## src/sv/cif_pkg.sv

```systemverilog
package cif_pkg;

  // defaults for the top-level parameters
  localparam int MAX_WIDTH_DEF  = 2048;
  localparam int PIXEL_BITS_DEF = 16;

  // fixed field widths
  localparam int PIX_W      = 16;
  localparam int CFG_IDX_W  = 3;
  localparam int CFG_DATA_W = 24;
  localparam int SUM_W      = 28;  // 9 taps * 16b unsigned * 8b signed
  localparam int WS_W       = 12;  // 9 * +/-128
  localparam int DVD_W      = 27;  // magnitude of the sum
  localparam int DVS_W      = 11;  // magnitude of the weight sum
  localparam int TAP_IDX_W  = 4;
  localparam int DIV_CNT_W  = 5;
  localparam int Q_DEPTH    = 2;

  // register indexes
  localparam logic [CFG_IDX_W-1:0] CFG_IMAGE_WIDTH  = 3'd0;
  localparam logic [CFG_IDX_W-1:0] CFG_IMAGE_HEIGHT = 3'd1;
  localparam logic [CFG_IDX_W-1:0] CFG_MAX_VALUE    = 3'd2;
  localparam logic [CFG_IDX_W-1:0] CFG_NORMALIZE    = 3'd3;
  localparam logic [CFG_IDX_W-1:0] CFG_COEF_TOP     = 3'd4;
  localparam logic [CFG_IDX_W-1:0] CFG_COEF_MID     = 3'd5;
  localparam logic [CFG_IDX_W-1:0] CFG_COEF_BOT     = 3'd6;

  typedef struct packed {
    logic [11:0] image_width;
    logic [15:0] image_height;
    logic [15:0] max_value;
    logic        normalize;
    logic [23:0] coef_top;
    logic [23:0] coef_mid;
    logic [23:0] coef_bot;
  } cfg_t;

  // one window position handed from front to back
  typedef struct packed {
    logic [8:0][PIX_W-1:0] tap;     // row-major, top-left at index 0
    logic [8:0]            tap_en;  // tap lies inside the image
    logic                  eor;
    logic                  eof;
  } job_t;

  // kernel coefficient for a row-major tap index
  function automatic logic signed [7:0] coef_of(cfg_t c, logic [TAP_IDX_W-1:0] idx);
    logic [7:0] b;
    unique case (idx)
      4'd0:    b = c.coef_top[7:0];
      4'd1:    b = c.coef_top[15:8];
      4'd2:    b = c.coef_top[23:16];
      4'd3:    b = c.coef_mid[7:0];
      4'd4:    b = c.coef_mid[15:8];
      4'd5:    b = c.coef_mid[23:16];
      4'd6:    b = c.coef_bot[7:0];
      4'd7:    b = c.coef_bot[15:8];
      4'd8:    b = c.coef_bot[23:16];
      default: b = 8'd0;
    endcase
    return $signed(b);
  endfunction

endpackage

```

## src/sv/cif_back.sv

```systemverilog
module cif_back
  import cif_pkg::*;
#(
  parameter int PIXEL_BITS = PIXEL_BITS_DEF
) (
  input  logic             clk,
  input  logic             rst_n,
  input  cfg_t             cfg,
  input  logic             q_empty,
  input  job_t             head_job,
  output logic             pop,
  output logic             out_valid,
  input  logic             out_ready,
  output logic [PIX_W-1:0] out_pixel,
  output logic             out_eor,
  output logic             out_eof
);

  localparam logic [PIX_W-1:0] PIX_MASK = PIX_W'((32'd1 << PIXEL_BITS) - 1);

  typedef enum logic [4:0] {
    B_IDLE = 5'b00001,
    B_MAC  = 5'b00010,
    B_CHK  = 5'b00100,
    B_DIV  = 5'b01000,
    B_OUT  = 5'b10000
  } bstate_t;

  bstate_t                 st_r;
  job_t                    job_r;
  logic [TAP_IDX_W-1:0]    idx_r;
  logic signed [SUM_W-1:0] acc_r;
  logic signed [WS_W-1:0]  wsum_r;
  logic [DVD_W-1:0]        dq_r, res_r;
  logic [DVS_W-1:0]        dvs_r, rem_r;
  logic [DIV_CNT_W-1:0]    cnt_r;
  logic                    out_valid_r, out_eor_r, out_eof_r;
  logic [PIX_W-1:0]        out_pixel_r;

  logic signed [7:0]       coef;
  logic signed [24:0]      prod;
  logic [DVS_W:0]          rem_sh;
  logic                    ge;
  logic [SUM_W-1:0]        acc_neg;
  logic [WS_W-1:0]         wsum_neg;
  logic [PIX_W-1:0]        lim;
  logic                    out_free;

  assign pop = (st_r == B_IDLE) && !q_empty;

  // one tap per cycle through a single multiplier
  assign coef = coef_of(cfg, idx_r);
  assign prod = $signed({1'b0, job_r.tap[idx_r]}) * coef;

  // restoring division step
  assign rem_sh = {rem_r, dq_r[DVD_W-1]};
  assign ge     = rem_sh >= {1'b0, dvs_r};

  assign acc_neg  = -acc_r;
  assign wsum_neg = -wsum_r;

  // clamp bound
  assign lim      = (cfg.max_value < PIX_MASK) ? cfg.max_value : PIX_MASK;
  assign out_free = !out_valid_r || out_ready;

  always_ff @(posedge clk) begin
    if (!rst_n) begin
      st_r        <= B_IDLE;
      out_valid_r <= 1'b0;
    end else begin
      // output register: load a new result or drop the accepted one
      if ((st_r == B_OUT) && out_free) begin
        out_valid_r <= 1'b1;
      end else if (out_ready) begin
        out_valid_r <= 1'b0;
      end
      unique case (st_r)
        B_IDLE: begin
          if (!q_empty) begin
            st_r <= B_MAC;
          end
        end
        B_MAC: begin
          if (idx_r == TAP_IDX_W'(8)) begin
            st_r <= B_CHK;
          end
        end
        B_CHK: begin
          if (cfg.normalize &&
              (((acc_r > 0) && (wsum_r > 0)) || ((acc_r < 0) && (wsum_r < 0)))) begin
            st_r <= B_DIV;
          end else begin
            st_r <= B_OUT;
          end
        end
        B_DIV: begin
          if (cnt_r == DIV_CNT_W'(DVD_W - 1)) begin
            st_r <= B_OUT;
          end
        end
        B_OUT: begin
          if (out_free) begin
            st_r <= B_IDLE;
          end
        end
        default: st_r <= B_IDLE;
      endcase
    end
  end

  // datapath
  always_ff @(posedge clk) begin
    unique case (st_r)
      B_IDLE: begin
        job_r  <= head_job;
        idx_r  <= '0;
        acc_r  <= '0;
        wsum_r <= '0;
      end
      B_MAC: begin
        if (job_r.tap_en[idx_r]) begin
          acc_r  <= acc_r + SUM_W'(prod);
          wsum_r <= wsum_r + WS_W'(coef);
        end
        idx_r <= idx_r + TAP_IDX_W'(1);
      end
      B_CHK: begin
        rem_r <= '0;
        cnt_r <= '0;
        dq_r  <= acc_r[SUM_W-1] ? acc_neg[DVD_W-1:0] : acc_r[DVD_W-1:0];
        dvs_r <= wsum_r[WS_W-1] ? wsum_neg[DVS_W-1:0] : wsum_r[DVS_W-1:0];
        // raw mode or a non-positive quotient
        if (!cfg.normalize && (acc_r > 0)) begin
          res_r <= acc_r[DVD_W-1:0];
        end else begin
          res_r <= '0;
        end
      end
      B_DIV: begin
        rem_r <= ge ? DVS_W'(rem_sh - {1'b0, dvs_r}) : rem_sh[DVS_W-1:0];
        dq_r  <= {dq_r[DVD_W-2:0], ge};
        cnt_r <= cnt_r + DIV_CNT_W'(1);
        if (cnt_r == DIV_CNT_W'(DVD_W - 1)) begin
          res_r <= {dq_r[DVD_W-2:0], ge};
        end
      end
      B_OUT: begin
        if (out_free) begin
          out_pixel_r <= (res_r > DVD_W'(lim)) ? lim : res_r[PIX_W-1:0];
          out_eor_r   <= job_r.eor;
          out_eof_r   <= job_r.eof;
        end
      end
      default: ;
    endcase
  end

  assign out_valid = out_valid_r;
  assign out_pixel = out_pixel_r;
  assign out_eor   = out_eor_r;
  assign out_eof   = out_eof_r;

endmodule

```

## config.mk

```make
export PLATFORM = sky130hd
export DESIGN_NAME = cif_back
export DESIGN_NICKNAME = d
export VERILOG_FILES = /design/src/sv/cif_pkg.sv /design/src/sv/cif_back.sv
export SDC_FILE = /design/constraint.sdc
export NUM_CORES = 1
export LEC_CHECK = 0
export ABC_CLOCK_PERIOD_IN_PS = 9900
export BUFFER_PORTS_ARGS = -buffer_cell sky130_fd_sc_hd__clkbuf_2
export CAP_MARGIN = 0
export CORE_UTILIZATION = 58
export DETAILED_ROUTE_END_ITERATION = 7
export PLACE_DENSITY_LB_ADDON = 0.12
export SETUP_SLACK_MARGIN = 0.2
export SLEW_MARGIN = 20
export SYNTH_ARGS = -nofsm -noshare
export SYNTH_HDL_FRONTEND = slang
export SYNTH_SLANG_ARGS = --single-unit
```

## constraint.sdc

```tcl
create_clock -name clk -period 9.9 [get_ports clk]
set_input_delay 0.495 -clock clk [delete_from_list [all_inputs] [get_ports clk]]
set_output_delay 0.495 -clock clk [all_outputs]
set_load 0.02 [all_outputs]
```

### Word-level counts from Yosys, hierarchy flattened

Index checks and enable logic that the tools add are counted.

| storage, ports and cells | value |
|---|---|
| register bits | 304 |
| input bits | 276 |
| output and inout bits | 20 |
| word-level logic and storage cells | 108 |

| operators by class | value |
|---|---|
| add/sub/neg operators | 7 |
| multipliers | 1 |
| magnitude comparators | 8 |
| eq/ne operators | 19 |
| muxes and demuxes | 29 |
| reductions and logical operators | 19 |

Operator list:

| cell | number |
|---|---|
| case mux 27 bit (2 select lines) | 2 |
| 2-to-1 mux 27 bit | 3 |
| case mux 8 bit (9 select lines) | 1 |
| binary-select mux 16 bit (select 4 bit) | 1 |
| case mux 28 bit (2 select lines) | 1 |
| 2-to-1 mux 16 bit | 3 |
| adder 28 x 25 -> 28 bit | 1 |
| > comparator 28 x 1 -> 1 bit, second input constant | 1 |
| < comparator 28 x 1 -> 1 bit, second input constant | 1 |
| 2-to-1 mux 28 bit | 1 |
| > comparator 27 x 16 -> 1 bit | 1 |
| negator 27 bit | 1 |
| multiplier 17 x 8 -> 25 bit | 1 |
| 2-to-1 mux 5 bit | 5 |
| case mux 5 bit (5 select lines) | 1 |
| case mux 12 bit (2 select lines) | 1 |
| 2-to-1 mux 11 bit | 2 |
| case mux 11 bit (2 select lines) | 1 |
| equality test 4 x 3 -> 1 bit, second input constant | 4 |
| < comparator 16 bit, second input constant | 1 |
| adder 12 x 8 -> 12 bit | 1 |
| greater-or-equal comparator 12 x 11 -> 1 bit | 1 |
| > comparator 12 x 1 -> 1 bit, second input constant | 1 |
| < comparator 12 x 1 -> 1 bit, second input constant | 1 |
| other kinds (26) | 46 |

### Longest topological paths before layout

| depth | value |
|---|---|
| depth after elaboration | 6 |
| gate-level depth with buffers | 29 |
| mapped depth without buffers | 25 |

### Worst setup path before layout

No wires, ideal clock.

| timing | value |
|---|---|
| path type | reg-to-reg |
| start point | register idx_r[0] |
| end point | register acc_r[27] (data pin) |
| library setup time | 0.266 ns |
| arrival | 6.804 ns |
| required time | 9.634 ns |
| setup slack | 2.830 ns |
| stages on the path, launching flop included | 27 |
| path buffers | 5 |
| clock period less this slack | 7.070 ns |
| path through | edfxtp_1 -> buf_2 -> buf_2 -> inv_1 -> ha_1 -> clkbuf_1 -> clkbuf_1 -> a22oi_1 -> a21oi_1 -> nor3_1 -> nor2_1 -> a21oi_1 -> clkbuf_1 -> nor2_1 -> fa_1 -> fa_1 -> fa_1 -> fa_1 -> ha_1 -> ha_1 -> and4_1 -> o2111ai_1 -> a41oi_1 -> a21oi_1 -> o31ai_1 -> xnor2_1 -> nor2_1 |

| between the ends | value |
|---|---|
| longest elaborated chain between the ends | 6 |
| elaborated cells between the ends (all ways) | 16 |
| those cells by class | add/sub: 1; mul: 1; eq/ne: 8; mux: 5; reduce/logical: 1 |

RTL lines:

| element | RTL line | RTL |
|---|---|---|
| start: declaration | cif_back.sv:31 | `logic [TAP_IDX_W-1:0] idx_r;` |
| start signal: assignment | cif_back.sv:125 | `idx_r <= idx_r + TAP_IDX_W'(1);` |
| binary-select mux 16 bit (select 4 bit), or another cell as far along | cif_back.sv:53 | `assign prod = $signed({1'b0, job_r.tap[idx_r]}) * coef;` |
| 2-to-1 mux 16 bit (implied by the code) / case mux 8 bit (9 select lines) (equally long branches) | cif_back.sv:53, cif_pkg.sv:49 |  |
| multiplier 17 x 8 -> 25 bit * | cif_back.sv:53 |  |
| adder 28 x 25 -> 28 bit * | cif_back.sv:122 | `acc_r <= acc_r + SUM_W'(prod);` |
| 2-to-1 mux 28 bit * | cif_back.sv:121 | `if (job_r.tap_en[idx_r]) begin` |
| case mux 28 bit (2 select lines) * | cif_back.sv:113 | `unique case (st_r)` |
| end signal: assignment | cif_back.sv:122 |  |
| end: declaration | cif_back.sv:32 | `logic signed [SUM_W-1:0] acc_r;` |

Mark *: on every way between the ends. The rest lies on a longest branch, timed or not. The select of a mux whose other input is x is not followed.
A chain may end at the register's enable or synchronous reset.

### Final worst setup path

| timing | value |
|---|---|
| start point | register idx_r[1] |
| end point | register acc_r[27] (data pin) |

Same word-level chain as after synthesis.

==> flow_summary.toml <==
[routing]
routed_via_density = 5.61
routed-via-count = 13100
wl_per_cell_um = 18.1
first_pass_iters = 5
drc_errors = 0
totalWireLength_um = 42300
drtIter0Drc = 850
drt.antenna.violating_nets = 0

[sta]
rsz0062_at_grt = "no"
finalSetupTns_ps = 0
skew_ps = 16.0
finalSetupViolations = 0
period_share = 0.855
tightest_slew_ps = 966
max_slew_margin = 0.354
finalHoldViolCount = 0
fin_crit_ps = 8460
max_freq_mhz = 118
maxSlewViolCount = 0

[placed_design]
gp_congestion = 0.947
hpwl_um = 33000
portBuffers = 267

[global_route]
grt_antenna_before_repair = 0
track_usage = 0.262
grt_max_degree = 86
grt_pass1_wl_um = 68600
grt_pass1_vias = 13400
grt-ovfl-total = 0

[yosys]
synthSimpleGateAreaFrac = 0.103
yosysSeqAreaShare = 0.470
synth_fa_ha_area_frac = 0.192
synthMuxAreaShare = 0.0624
synth_ff_type = "edfxtp_1"
async_reset_ff_frac = 0
yosysWarningCount = 0
syn-num-nets = 2117
synth_compound_area_frac = 0.0933
syn_inst = 1610
synthesis.area_um2 = 19300
yosys.area_share.xor_xnor = 0.0354
synth_top_family_by_area = "adder cells"
synth_cell_types = 71
ys_ff_latch = 304
syn_avg_cell_area_um2 = 12.0
synth_edf_count = 298

[die]
fp.dieH_um = 184
core_um2 = 32600
dieArea_um2 = 34000
fp-row-count = 66
initial_utilization = 0.592
die_w_um = 184
ios = 296

[finish]
final_common_cell = "edfxtp_1"
nets = 2385
syn_to_final_growth_pct = 15.0
drive_above_1_share = 0.210
layout_common_cells = "298 x edfxtp_1, 267 x clkbuf_2, 159 x nor2_1, 157 x inv_1, 123 x nand2_1"
num-fill-cells = 2391
num_antenna_cells = 0

[run]
maxCapViolCount = 0

[critical_path]
critPathLaunchType = "flop"
crit_end = "acc_r[27]"
endpoint_kind = "flop"
crit_type = "flop to flop"
r2r_start = "idx_r[1]"
worstPathArrival_ps = 8690
r2r_setup_slack_ps = 1440
r2r_cells = 22
required_ps = 10130
r2r-end = "acc_r[27]"
worstPathMaxFanout = 36
crit_start = "idx_r[1]"

[clock_tree]
cts.htree.levels = 2
postCtsSetupRepairBufs = 0
numCtsBuffers = 34
tritoncts = "done"
ctsLongestPathBuffers = 3
cts_root_buffer = "clkbuf_16"
clk_latency_ps = 510
path_clk_slew_ps = 60
post_cts_resize_count = 0
hold_buffers = 0
cts_sinks = 304

[status]
outcome = "complete, no violations"

[min_path]
worstHoldPathType = "input port to flop"
[area by class of cell]
| type | count | area (µm²) | area share |
|---|---|---|---|
| clock inverter | 10 | 103 | 0.00462 |
| multi-input combinational | 1087 | 9410 | 0.424 |
| tap | 442 | 553 | 0.0249 |
| inverter | 160 | 606 | 0.0273 |
| clock buffer | 45 | 943 | 0.0425 |
| sequential | 304 | 9070 | 0.409 |
| timing repair buffer | 291 | 1520 | 0.0683 |
[per-layer routing]
layer	vias to the layer above	global-route usage	routed length [µm]
li1	6297	-	-
met4	0	0.0940	1450
met1	6268	0.341	18000
met2	472	0.436	20000
met3	80	0.0522	2840
met5	-	0	0
[cells in the mapped netlist, types with 16 or more instances]
| master | count | share of area |
|---|---|---|
| edfxtp_1 | 298 | 0.46 |
| nor2_1 | 159 | 0.031 |
| inv_1 | 158 | 0.031 |
| nand2_1 | 123 | 0.024 |
| ha_1 | 122 | 0.079 |
| fa_1 | 109 | 0.11 |
| o21ai_0 | 82 | 0.021 |
| xnor2_1 | 57 | 0.026 |
| a21oi_1 | 54 | 0.014 |
| clkbuf_1 | 36 | 0.0070 |
| mux4_2 | 33 | 0.039 |
| mux2i_1 | 28 | 0.015 |
| a22o_1 | 27 | 0.012 |
| nand2b_1 | 24 | 0.0078 |
| nand3_1 | 21 | 0.0054 |
| xor2_1 | 21 | 0.0095 |
| and2_1 | 20 | 0.0065 |
| mux2_2 | 16 | 0.0093 |
[state kept, by name, indices dropped and copies added, names as in the netlist]
signal / cells
job_r: 155
acc_r: 28
dq_r: 27
res_r: 27
out_pixel: 16
wsum_r: 12
dvs_r: 11
rem_r: 11
cnt_r: 5
st_r: 5
idx_r: 4
out_eof: 1
out_eor: 1
out_valid: 1
[logic make-up (layout without fill, tap and decap cells)]
family                     count (synthesis)  after routing
DFF                                      304            304
xor gates and xnor gates                  78             78
buffers and inverters                    219            506
and+or+nand+nor                          427            427
muxes                                     77             77
AOI/OAI and AO/OA                        274            274
adders and majority gates                231            231
[critical path: stages, from the launching register on]
cell and delay [ps]:
edfxtp_1 320, buf_4 440, inv_1 210, ha_1 520
a222oi_1 460, a221oi_1 140, a221oi_2 250, buf_4 300
clkinv_1 630, and2_1 400, fa_1 510, fa_1 550
fa_1 530, fa_1 490, ha_1 310, ha_1 400
and4_1 240, o2111ai_1 130, a41oi_1 510, a21oi_1 250
o31ai_1 330, xnor2_1 150, nor2_1 50
[worst min-delay path by stage]
stage | slack (ps) | start | cells past startpoint | end
3_5_place_dp | 420 | job_r[1] | 0 | out_eor
5_1_grt | 150 | head_job[74] | 1 | job_r[74]
3_3_place_gp | 400 | job_r[1] | 0 | out_eor
2_1_floorplan | 400 | job_r[0] | 0 | out_eof
4_1_cts | 150 | head_job[43] | 1 | job_r[43]
6_report | 160 | head_job[74] | 1 | job_r[74]
[metrics by stage]
step	worst slack (ps)	cell area, µm²	util	instances	hold slack [ps]
4_1_cts	1460	22200	0.681	2339	145
2_1_floorplan	2830	19300	-	1610	400
6_report	1440	22200	0.681	2339	163
5_1_grt	1010	22200	0.681	2339	146
3_5_place_dp	1500	21200	0.648	2284	419
3_3_place_gp	1610	21200	0.648	2284	402
Power is not shown: default switching activity piles up to over one toggle a cycle in this logic, so the estimate is an artifact.
