**config.mk**
```make
export PLATFORM = sky130hd
export DESIGN_NAME = cif_queue
export DESIGN_NICKNAME = d
export VERILOG_FILES = /design/src/sv/cif_pkg.sv /design/src/sv/cif_queue.sv
export SDC_FILE = /design/constraint.sdc
export NUM_CORES = 1
export LEC_CHECK = 0
export BUFFER_PORTS_ARGS = -buffer_cell sky130_fd_sc_hd__buf_2
export CAP_MARGIN = 40
export CORE_ASPECT_RATIO = 0.75
export CORE_UTILIZATION = 55
export DETAILED_ROUTE_END_ITERATION = 8
export GPL_TIMING_DRIVEN = 0
export HOLD_SLACK_MARGIN = 0.12
export PLACE_DENSITY = 0.83
export SLEW_MARGIN = 20
export SYNTH_ARGS = -nofsm -noshare
export SYNTH_HDL_FRONTEND = slang
export SYNTH_SLANG_ARGS = --single-unit
```
**constraint.sdc**
```tcl
create_clock -name clk -period 19.55 [get_ports clk]
set_clock_uncertainty 0.2 [all_clocks]
set_input_delay 2.9325 -clock clk [delete_from_list [all_inputs] [get_ports clk]]
set_output_delay 2.9325 -clock clk [all_outputs]
set_load 0.05 [all_outputs]
```
**src/sv/cif_pkg.sv**
```systemverilog
package cif_pkg;

  // defaults for the top-level parameters
  localparam int MAX_WIDTH_DEF  = 2048;
  localparam int PIXEL_BITS_DEF = 16;

  // fixed field widths
  localparam int PIX_W      = 16;
  localparam int CFG_IDX_W  = 3;
  localparam int CFG_DATA_W = 24;
  localparam int SUM_W      = 28;  // 9 taps * 16b unsigned * 8b signed
  localparam int WS_W       = 12;  // 9 * +/-128
  localparam int DVD_W      = 27;  // magnitude of the sum
  localparam int DVS_W      = 11;  // magnitude of the weight sum
  localparam int TAP_IDX_W  = 4;
  localparam int DIV_CNT_W  = 5;
  localparam int Q_DEPTH    = 2;

  // register indexes
  localparam logic [CFG_IDX_W-1:0] CFG_IMAGE_WIDTH  = 3'd0;
  localparam logic [CFG_IDX_W-1:0] CFG_IMAGE_HEIGHT = 3'd1;
  localparam logic [CFG_IDX_W-1:0] CFG_MAX_VALUE    = 3'd2;
  localparam logic [CFG_IDX_W-1:0] CFG_NORMALIZE    = 3'd3;
  localparam logic [CFG_IDX_W-1:0] CFG_COEF_TOP     = 3'd4;
  localparam logic [CFG_IDX_W-1:0] CFG_COEF_MID     = 3'd5;
  localparam logic [CFG_IDX_W-1:0] CFG_COEF_BOT     = 3'd6;

  typedef struct packed {
    logic [11:0] image_width;
    logic [15:0] image_height;
    logic [15:0] max_value;
    logic        normalize;
    logic [23:0] coef_top;
    logic [23:0] coef_mid;
    logic [23:0] coef_bot;
  } cfg_t;

  // one window position handed from front to back
  typedef struct packed {
    logic [8:0][PIX_W-1:0] tap;     // row-major, top-left at index 0
    logic [8:0]            tap_en;  // tap lies inside the image
    logic                  eor;
    logic                  eof;
  } job_t;

  // kernel coefficient for a row-major tap index
  function automatic logic signed [7:0] coef_of(cfg_t c, logic [TAP_IDX_W-1:0] idx);
    logic [7:0] b;
    unique case (idx)
      4'd0:    b = c.coef_top[7:0];
      4'd1:    b = c.coef_top[15:8];
      4'd2:    b = c.coef_top[23:16];
      4'd3:    b = c.coef_mid[7:0];
      4'd4:    b = c.coef_mid[15:8];
      4'd5:    b = c.coef_mid[23:16];
      4'd6:    b = c.coef_bot[7:0];
      4'd7:    b = c.coef_bot[15:8];
      4'd8:    b = c.coef_bot[23:16];
      default: b = 8'd0;
    endcase
    return $signed(b);
  endfunction

endpackage

```
**src/sv/cif_queue.sv**
```systemverilog
module cif_queue
  import cif_pkg::*;
(
  input  logic clk,
  input  logic rst_n,
  input  logic push,
  input  job_t push_job,
  input  logic pop,
  output job_t head_job,
  output logic empty,
  output logic full
);

  localparam int PW = $clog2(Q_DEPTH);

  job_t          q_r [Q_DEPTH];
  logic [PW-1:0] wr_ptr_r, rd_ptr_r;
  logic [PW:0]   count_r;

  assign empty    = (count_r == '0);
  assign full     = (count_r == (PW+1)'(Q_DEPTH));
  assign head_job = q_r[rd_ptr_r];

  // storage
  always_ff @(posedge clk) begin
    if (push) begin
      q_r[wr_ptr_r] <= push_job;
    end
  end

  // pointers and fill level
  always_ff @(posedge clk) begin
    if (!rst_n) begin
      wr_ptr_r <= '0;
      rd_ptr_r <= '0;
      count_r  <= '0;
    end else begin
      if (push) begin
        wr_ptr_r <= wr_ptr_r + PW'(1);
      end
      if (pop) begin
        rd_ptr_r <= rd_ptr_r + PW'(1);
      end
      count_r <= count_r + (PW+1)'(push) - (PW+1)'(pop);
    end
  end

  a_no_overflow: assert property (@(posedge clk) disable iff (!rst_n)
    push |-> !full)
    else $error("queue push while full");

  a_no_underflow: assert property (@(posedge clk) disable iff (!rst_n)
    pop |-> !empty)
    else $error("queue pop while empty");

  a_level_range: assert property (@(posedge clk) disable iff (!rst_n)
    count_r <= (PW+1)'(Q_DEPTH))
    else $error("queue level out of range");

  a_level_track: assert property (@(posedge clk) disable iff (!rst_n)
    (push && !pop) |=> !empty)
    else $error("queue lost a pushed item");

endmodule

```
# After elaboration in Yosys (flattened, before gate mapping)
# Memory sizes are Yosys's and may differ from the RTL's. A register that Yosys moved wholly into a read port is not among the register bits.
# Cells that the tools add are included.
# totals
register_bits,4
ramBits,310
inputBits,159
out_inout_bits,157
mem_count,1
# memory_table
name,depth,word_bits,rd,rd_clocked_by_memory_dff,wr,line_no,source
q_r,2,155,1,1,1,cif_queue.sv:16,job_t q_r [Q_DEPTH];
# classes
addsub,4
n_eq_ne,1
n_mux,4
reduce_logical,1
# ops
op,n
$mux 1,4
$add 1x1->1 const B,2
$add 2x1->2,1
$eq 2x2->1 const B,1
$logic_not 2->1,1
$sub 2x1->2,1

# Longest topological paths before layout
# Gate-level depths: netlist of the first run.
# logic_depth
word_depth,3
mapped_depth,6

# Worst setup path before layout of the first run
# No wires, ideal clock.
# synth_timing
kind,input to register
start,input push
end,memory q_r[0][0] in the netlist's numbering (enable)
setup_ns,0.690
t_arrival_ns,9.665
slack_ns,8.995
cell_stages,1
path_cell_list,nor2b_1
# synth_via
elab_chain_cells,2
# synth_lines
item,line_no,source
start: declaration,cif_queue.sv:6,"input logic push,"
$mux 1,cif_queue.sv:26,if (push) begin
$mux 1 (implied by the code),cif_queue.sv:27,q_r[wr_ptr_r] <= push_job;
end: declaration,cif_queue.sv:16,
# No other way between the ends.

==> results of run 1 <==
[registers in the layout (all words and copies together), names as in the netlist, named ones only]
| register | cells |
|---|---|
| q_r | 310 |
| wr_ptr_r | 1 |
| count_r | 2 |
| rd_ptr_r | 1 |
[synthesized netlist by cell type]
| cell | n |
|---|---|
| and2_1 | 4 |
| buf_6 | 5 |
| clkbuf_8 | 12 |
| dfxtp_1 | 5 |
| edfxtp_1 | 310 |
| ha_1 | 2 |
| inv_1 | 2 |
| mux2_2 | 155 |
| nor2_1 | 1 |
| nor2b_1 | 4 |
| o21a_1 | 1 |
| xnor3_1 | 1 |
| xor2_1 | 1 |
[final timing paths]
path / slack (ps) / cells past startpoint / to / from
setup reg to reg: 17530 / 3 / q_r[1][75] / wr_ptr_r
setup / recovery: 14510 / 4 / head_job[81] / register
hold reg to reg: 400 / 2 / register / rd_ptr_r
hold / removal: 400 / 2 / register / rd_ptr_r
[through the flow]
stage	hold WS, ps	worst slack (ps)
2_1_floorplan	355	9000
3_3_place_gp	367	5060
3_5_place_dp	384	14600
4_1_cts	391	14470
5_1_grt	405	14420
6_report	398	14510
[cells by family after synthesis]
logic type / Yosys count / synth area share
compound gates: 1 / 0.000653
xor+xnor: 2 / 0.00272
mux: 155 / 0.152
flops: 315 / 0.818
fa+ha+maj: 2 / 0.00218
simple gates: 9 / 0.00468
buf+inv: 19 / 0.0199
[layout make-up]
cell class / count / share of cell area
well taps: 282 / 0.0242
plain buffers: 17 / 0.0152
diodes: 1 / 0.000171
clock inverters: 19 / 0.00745
inverters: 2 / 0.000514
flip-flops and latches: 315 / 0.644
multi-input cells: 169 / 0.128
repair buffers: 325 / 0.124
clock buffers: 37 / 0.0560
[power breakdown]
group / internal [mW] / switching, mW
clock network: 0.298 / 0.237
logic: 0.0835 / 0.188
registers: 0.781 / 0.00833
[layer usage]
layer / vias to the layer above / global-route usage / part of all wire
li1: 2724 / - / -
met1: 2930 / 0.235 / 0.38
met2: 272 / 0.349 / 0.50
met3: 38 / 0.0750 / 0.10
met4: 8 / 0.0466 / 0.018
met5: - / 0 / 0.0026
[critical path: stages, from the launching register on]
cell	delay (ps)
dfxtp_1	360
buf_6	200
clkbuf_8	220
mux2_2	350
buf_2	210
==> impl_metrics.json, run 1 <==
{
  "post_cts_resized": 0,
  "io_buffer_count": 315,
  "clk_latency_ps": 540,
  "leakagePower_nw": 5.51,
  "area_delta_synth_final_pct": 27.0,
  "fin_crit_ps": 5040,
  "drtIter0Drc": 446,
  "die_area_um2": 21500,
  "synthDistinctLibCells": 13,
  "hpwl_um": 14900,
  "die_w_um": 169,
  "drt_pass1_iterations": 4,
  "ir_drop_uv": 93.3,
  "core_area_um2": 20400,
  "crit_type": "reg2out",
  "grt-ovfl-total": 0,
  "routed_via_density": 5.12,
  "htreeDepth": 1,
  "numCtsBuffers": 30,
  "dpl_cell_area_um2": 13700,
  "gp_congestion": 0.719,
  "crit_arrival_ps": 1910,
  "layout_commonest_cell": "buf_2",
  "slew_violations": 0,
  "crit_path_end_kind": "output port",
  "post_drt_wl_per_cell_um": 19.1,
  "drc": 0,
  "drv_cap": 0,
  "die_y_um": 127,
  "tightest_slew_ps": 396,
  "hold_class": "reg2reg",
  "multi_input_area_um2": 1870,
  "fillers": 1250,
  "grt_pass1_vias": 6026,
  "via_count": 5972,
  "cts_tree": "yes",
  "status": "completed",
  "synth_area_leader_cell": "edfxtp_1",
  "fin_crit_sh": 0.258,
  "setup_violations": 0,
  "drtAntennaViolNets": 0,
  "required_ps": 16420,
  "row_count": 45,
  "ys_ff_latch": 315,
  "holdBufCountCts": 0,
  "grt_max_degree": 49,
  "synth_nets": 664,
  "finalInstanceArea_um2": 14600,
  "startpoint_type": "register",
  "avgSynthCellArea_um2": 22.9,
  "layout.nets": 1021,
  "grt.total_usage": 0.199,
  "cts_sinks": 315,
  "drive_gt1_frac": 0.619,
  "max_freq_mhz": 198,
  "grt_pass1_wl_um": 32300,
  "final_cell_mix": "315 x buf_2, 310 x edfxtp_1, 155 x mux2_2",
  "regArea_um2": 9410,
  "cts_root_buffer": "clkbuf_16",
  "dp.cells": 1109,
  "finalNonFillerCells": 1167,
  "utilization": 0.717,
  "routed_wl_um": 22200,
  "cp_max_fo": 10,
  "cts_setup_buffers": 0,
  "yosysWarnings": 0,
  "syn_area_um2": 11500,
  "syn_inst": 503,
  "synth.top_cell.area_share": 0.809,
  "power.density_nw_per_um2": 109,
  "hold_viol": 0,
  "cts.path.max_buffers": 3,
  "grt_antenna_before_repair": 5,
  "ys_top_cells_by_area": "edfxtp_1 81%, mux2_2 15%, clkbuf_8 1.4%",
  "io_pins": 316,
  "path_clk_slew_ps": 70,
  "p_total_mw": 1.60,
  "fin_setup_tns_ps": 0,
  "rsz0062_at_grt": "no",
  "slew_headroom": 0.736,
  "start_util": 0.564,
  "yosysSeqAreaShare": 0.818
}
No activity file was read; power rests on OpenSTA's default activity.
==> inputs of run 2 (changes only) <==
--- a/config.mk
+++ b/config.mk
@@ -8,11 +8,11 @@
 export BUFFER_PORTS_ARGS = -buffer_cell sky130_fd_sc_hd__buf_2
 export CAP_MARGIN = 40
 export CORE_ASPECT_RATIO = 0.75
-export CORE_UTILIZATION = 55
+export CORE_UTILIZATION = 52
 export DETAILED_ROUTE_END_ITERATION = 8
 export GPL_TIMING_DRIVEN = 0
 export HOLD_SLACK_MARGIN = 0.12
-export PLACE_DENSITY = 0.83
+export PLACE_DENSITY = 0.79
 export SLEW_MARGIN = 20
 export SYNTH_ARGS = -nofsm -noshare
 export SYNTH_HDL_FRONTEND = slang
==> constraint.sdc (replaced) <==
create_clock -name clk -period 4.9 [get_ports clk]
set_clock_uncertainty 0.2 [all_clocks]
set_input_delay 0.735 -clock clk [delete_from_list [all_inputs] [get_ports clk]]
set_output_delay 0.735 -clock clk [all_outputs]
set_load 0.05 [all_outputs]
==> run 2 against run 1 <==
Flip-flop and latch count is the same. Worst setup slack lost 12000 ps. Combinational power grew to 4.0 times the previous value. Global-route usage shrank 1.8 points. Critical path type unchanged. Highest routed layer unchanged.
==> impl_metrics.json, run 2 (synthesis results as in run 1) <==
{
  "busiest_layer": "met2",
  "via_count": 5876,
  "finalNonFillerCells": 1172,
  "grtUsageMet3": 0.0544,
  "path_depth": 4,
  "slew_violations": 0,
  "cts_setup_buffers": 0,
  "drtAntennaViolNets": 0,
  "regArea_um2": 9410,
  "largest_register": "q_r",
  "reg_top3": "q_r: 310 flops, count_r: 2 flops",
  "io_pins": 316,
  "clk_latency_ps": 530,
  "required_ps": 3960,
  "routed_via_density": 5.01,
  "layout.nets": 1020,
  "rr_startpoint": "wr_ptr_r",
  "fillers": 1399,
  "fin_crit_ps": 2810,
  "hpwl_um": 15000,
  "fin_crit_sh": 0.574,
  "rr_worst_depth": 4,
  "grt_pass1_vias": 5949,
  "status": "completed",
  "path_buf_inv": 3,
  "grt-ovfl-total": 0,
  "row_count": 46,
  "drv_cap": 0,
  "cts.path.max_buffers": 3,
  "power.density_nw_per_um2": 436,
  "leakagePower_nw": 5.52,
  "cts_sinks": 315,
  "post_cts_resized": 0,
  "final_cell_mix": "315 x buf_2, 310 x edfxtp_1, 155 x mux2_2",
  "die_area_um2": 22700,
  "hold_viol": 0,
  "layout_commonest_cell": "buf_2",
  "crit_path_end": "head_job[34]",
  "gp_congestion": 0.770,
  "multi_input_area_um2": 1870,
  "io_buffer_count": 315,
  "cts_tree": "yes",
  "crit_family": "buffers and inverters",
  "tightest_slew_ps": 605,
  "largest_register_ffs": 310,
  "gr-usage-met2": 0.315,
  "dp.cells": 1116,
  "post_drt_wl_per_cell_um": 18.5,
  "core_area_um2": 21400,
  "crit_chain": "buf_6 > clkbuf_8 > mux2_2 > buf_2",
  "drc": 0,
  "drtIter0Drc": 303,
  "drt_pass1_iterations": 4,
  "cts_root_buffer": "clkbuf_16",
  "path_clk_slew_ps": 70,
  "slowest_delay_ps": 360,
  "drive_gt1_frac": 0.611,
  "die_w_um": 174,
  "crit_slowest_cell": "dfxtp_1",
  "ir_drop_uv": 337,
  "startpoint_type": "register",
  "grt_antenna_before_repair": 4,
  "grt_pass1_wl_um": 31400,
  "hold_slack_ps": 176,
  "use_met1": 0.222,
  "reg2reg_to": "q_r[0][49]",
  "holdBufCountCts": 0,
  "crit_arrival_ps": 1880,
  "rsz0062_at_grt": "no",
  "crit_path_end_kind": "output port",
  "cp_max_fo": 10,
  "hold_class": "in2reg",
  "utilization": 0.683,
  "slew_headroom": 0.596,
  "rrSetupSlack_ps": 2930,
  "routed_wl_um": 21700,
  "setup_violations": 0,
  "die_y_um": 131,
  "grt_max_degree": 55,
  "crit_type": "reg2out",
  "fin_setup_tns_ps": 0,
  "htreeDepth": 1,
  "start_util": 0.537,
  "grt.total_usage": 0.182,
  "max_freq_mhz": 355,
  "area_delta_synth_final_pct": 27.2,
  "numCtsBuffers": 29
}
==> run 2: report_power, final <==
group | leakage [nW] | switching (mW) | internal, mW
Sequential | 2.95 | 0.0309 | 3.12
Combinational | 2.12 | 0.745 | 0.334
Clock | 0.448 | 0.915 | 1.24
Total | 5.52 | 1.69 | 4.69
==> run 2: worst min-delay path by stage <==
stage / cells after the start / startpoint / end
floorplan: 2 / rd_ptr_r / register
finish: 1 / push_job[93] / q_r[0][93]
global route: 1 / push_job[79] / q_r[1][79]
global placement: 2 / rd_ptr_r / rd_ptr_r
detailed placement: 2 / rd_ptr_r / rd_ptr_r
CTS: 1 / push_job[93] / q_r[0][93]
==> run 2: layout make-up <==
type                       count  area share
antenna                        2    0.000342
buffer                        17      0.0151
clock buffer                  34      0.0509
clock inverter                20      0.0119
inverter                       2    0.000513
multi-input combinational    169       0.128
sequential                   315       0.643
tap                          288      0.0246
timing repair buffer         325       0.125
==> run 2: metrics by stage <==
stage / worst slack (ps) / total power [mW] / area (um2)
after floorplan: 1200 / 3.99 / 11500
after global placement: -114 / 4.25 / 13400
after detailed placement: 2350 / 4.29 / 13700
after CTS: 2050 / 6.44 / 14600
after global routing: 2000 / 6.57 / 14600
final: 2090 / 6.38 / 14600
==> run 2: per-layer routing <==
layer  part of all wire  vias to the layer above
li1                   -                     2727
met2               0.49                      247
met1               0.40                     2856
met3              0.081                       42
met5             0.0014                        -
met4              0.025                        4
==> inputs of run 3 (changes only) <==
--- a/config.mk
+++ b/config.mk
@@ -5,6 +5,7 @@
 export SDC_FILE = /design/constraint.sdc
 export NUM_CORES = 1
 export LEC_CHECK = 0
+export ABC_AREA = 1
 export BUFFER_PORTS_ARGS = -buffer_cell sky130_fd_sc_hd__buf_2
 export CAP_MARGIN = 40
 export CORE_ASPECT_RATIO = 0.75
==> constraint.sdc (replaced) <==
create_clock -name clk -period 2.9 [get_ports clk]
set_clock_uncertainty 0.2 [all_clocks]
set_input_delay 0.435 -clock clk [delete_from_list [all_inputs] [get_ports clk]]
set_output_delay 0.435 -clock clk [all_outputs]
set_load 0.05 [all_outputs]
==> run 3 against run 2 <==
Count of clock-buffer cells in the layout stayed put. Sequential share of layout area is 6.4 points lower. Global-route usage is 5.3 points higher. Power is 71% higher. Sequential power is 70% higher. Die area stayed put. Critical path depth stayed put. Flip-flop and latch count stayed put.
==> impl_metrics.json, run 3 <==
{
  "status": "completed",
  "drc": 0,
  "grt.total_usage": 0.235,
  "grt_max_degree": 32,
  "io_pins": 316,
  "drtIter0Drc": 409,
  "layout_commonest_cell": "buf_2",
  "drv_cap": 0,
  "row_count": 46,
  "slew_violations": 0,
  "power.density_nw_per_um2": 673,
  "startpoint_type": "register",
  "yosysMostFrequentCell": "edfxtp_1",
  "ys_top_cells_by_count": "310 x edfxtp_1, 155 x mux2_2, 12 x clkbuf_8",
  "async_reset_ff_frac": 0,
  "hold_viol": 0,
  "gp_congestion": 0.783,
  "layout.nets": 1192,
  "synth.top_cell.area_share": 0.809,
  "largest_register_ffs": 310,
  "grt-ovfl-total": 0,
  "area_delta_synth_final_pct": 41.3,
  "crit_path_end_kind": "output port",
  "clk_latency_ps": 540,
  "drive_gt1_frac": 0.515,
  "path_clk_slew_ps": 60,
  "leakagePower_nw": 6.20,
  "fin_setup_tns_ps": 0,
  "tightest_slew_ps": 584,
  "avgSynthCellArea_um2": 22.3,
  "fin_crit_ps": 2540,
  "yosysWarnings": 0,
  "numCtsBuffers": 29,
  "cp_max_fo": 10,
  "grt_pass1_wl_um": 40300,
  "slew_headroom": 0.610,
  "core_area_um2": 21400,
  "largest_register": "q_r",
  "hpwl_um": 16000,
  "synth_edf_count": 310,
  "die_area_um2": 22700,
  "synth_area_leader_cell": "edfxtp_1",
  "crit_type": "reg2out",
  "cts_tree": "yes",
  "routed_wl_um": 27500,
  "reg_top3": "q_r: 310 flops, count_r: 2 flops",
  "via_count": 6790,
  "fin_crit_sh": 0.877,
  "ir_drop_uv": 636,
  "grt_pass1_vias": 7182,
  "dp_slack_ps": 475,
  "cts_sinks": 315,
  "utilization": 0.759,
  "crit_chain": "buf_6 > clkbuf_8 > mux2_2 > buf_2",
  "cts.path.max_buffers": 3,
  "setup_ws_ps": 356,
  "grt_antenna_before_repair": 0,
  "insertedDiodeCount": 0,
  "rsz0062_at_grt": "no",
  "max_freq_mhz": 393,
  "cts_root_buffer": "clkbuf_16",
  "ys_ff_latch": 315,
  "die_w_um": 174,
  "hold_class": "reg2reg",
  "routed_via_density": 5.09,
  "syn_area_um2": 11500,
  "setup_violations": 0,
  "io_buffer_count": 315,
  "synthDistinctLibCells": 11,
  "final_cell_mix": "315 x buf_2, 310 x edfxtp_1, 158 x dlygate4sd3_1",
  "die_y_um": 131,
  "post_cts_resized": 0,
  "drt_pass1_iterations": 4,
  "synth_nets": 676,
  "start_util": 0.537,
  "slowest_delay_ps": 360,
  "htreeDepth": 1,
  "syn_inst": 515,
  "p_total_mw": 10.9,
  "crit_arrival_ps": 1910,
  "synthFlopType": "edfxtp_1",
  "required_ps": 2270,
  "yosysSeqAreaShare": 0.818,
  "crit_slowest_cell": "dfxtp_1",
  "drtAntennaViolNets": 0,
  "ys_top_cells_by_area": "edfxtp_1 81%, mux2_2 15%, clkbuf_8 1.4%",
  "post_drt_wl_per_cell_um": 20.6
}
run 3: changes by cell type in the layout (fill, tap and decap cells not counted), sizes merged, moves of 2 or more:
cell and delta:
diode -2, nor2 +8, and2 -4, nor2b -4, nand2 +8, clkinv -7, dlygate4sd3 +158, buf +2
inv +4
run 3: layout make-up:
type                            count  area [um2]
Tap cell                          288         360
Buffer                             17         221
Clock buffer                       34         744
Sequential cell                   315        9410
Timing Repair Buffer              485        3440
Fill cell                        1172        5160
Multi-Input combinational cell    176        1870
Clock inverter                     13         165
Inverter                            7        42.5
run 3: per-layer routing:
metal / track usage / part of all wire
met1: 0.280 / 0.38
met2: 0.428 / 0.52
met3: 0.0582 / 0.076
met4: 0.0697 / 0.024
met5: 0 / 0
run 3: critical path, delay by kind of cell (launching register included):
| kind | cells | cell delay, ps |
|---|---|---|
| DFF | 1 | 360 |
| buffers and inverters | 3 | 640 |
| muxes | 1 | 360 |
run 3: path summary, 6_finish.rpt:
check           start           end  slack (ps)  depth (start not counted)
min reg2reg  rd_ptr_r      rd_ptr_r         330                          2
max reg2reg  wr_ptr_r    q_r[1][86]         670                          5
min          rd_ptr_r      rd_ptr_r         330                          2
max          register  head_job[27]         360                          4
run 3: per-stage QoR:
stage	instance area, um2	std cells	hold WS, ps
after CTS	16200	1335	346
final	16200	1335	335
after detailed placement	13800	1130	338
after floorplan	11500	515	263
after global placement	13500	1118	278
after global routing	16200	1335	383
run 3: what timing repair did:
action | in CTS | in global routing
hold buffers | 158 | 0
setup buffers | 0 | 0
endpoints found under the hold margin | 315 | 0
run 3: where the power goes:
group	switching [mW]	internal [mW]	total, mW
logic	1.20	0.634	1.84
clock network	1.59	2.17	3.75
registers	0.0646	5.27	5.34
run 3: cells by family (layout without fill, tap and decap cells):
group | Yosys count | in the layout | synth area share
adder cells (fa/ha/maj) | 2 | 2 | 0.00218
AND/OR/NAND/NOR | 18 | 18 | 0.00598
multiplexers | 155 | 155 | 0.152
flip-flops | 315 | 315 | 0.818
AO/OA/AOI/OAI | 1 | 1 | 0.000435
buffers and inverters | 24 | 556 | 0.0215
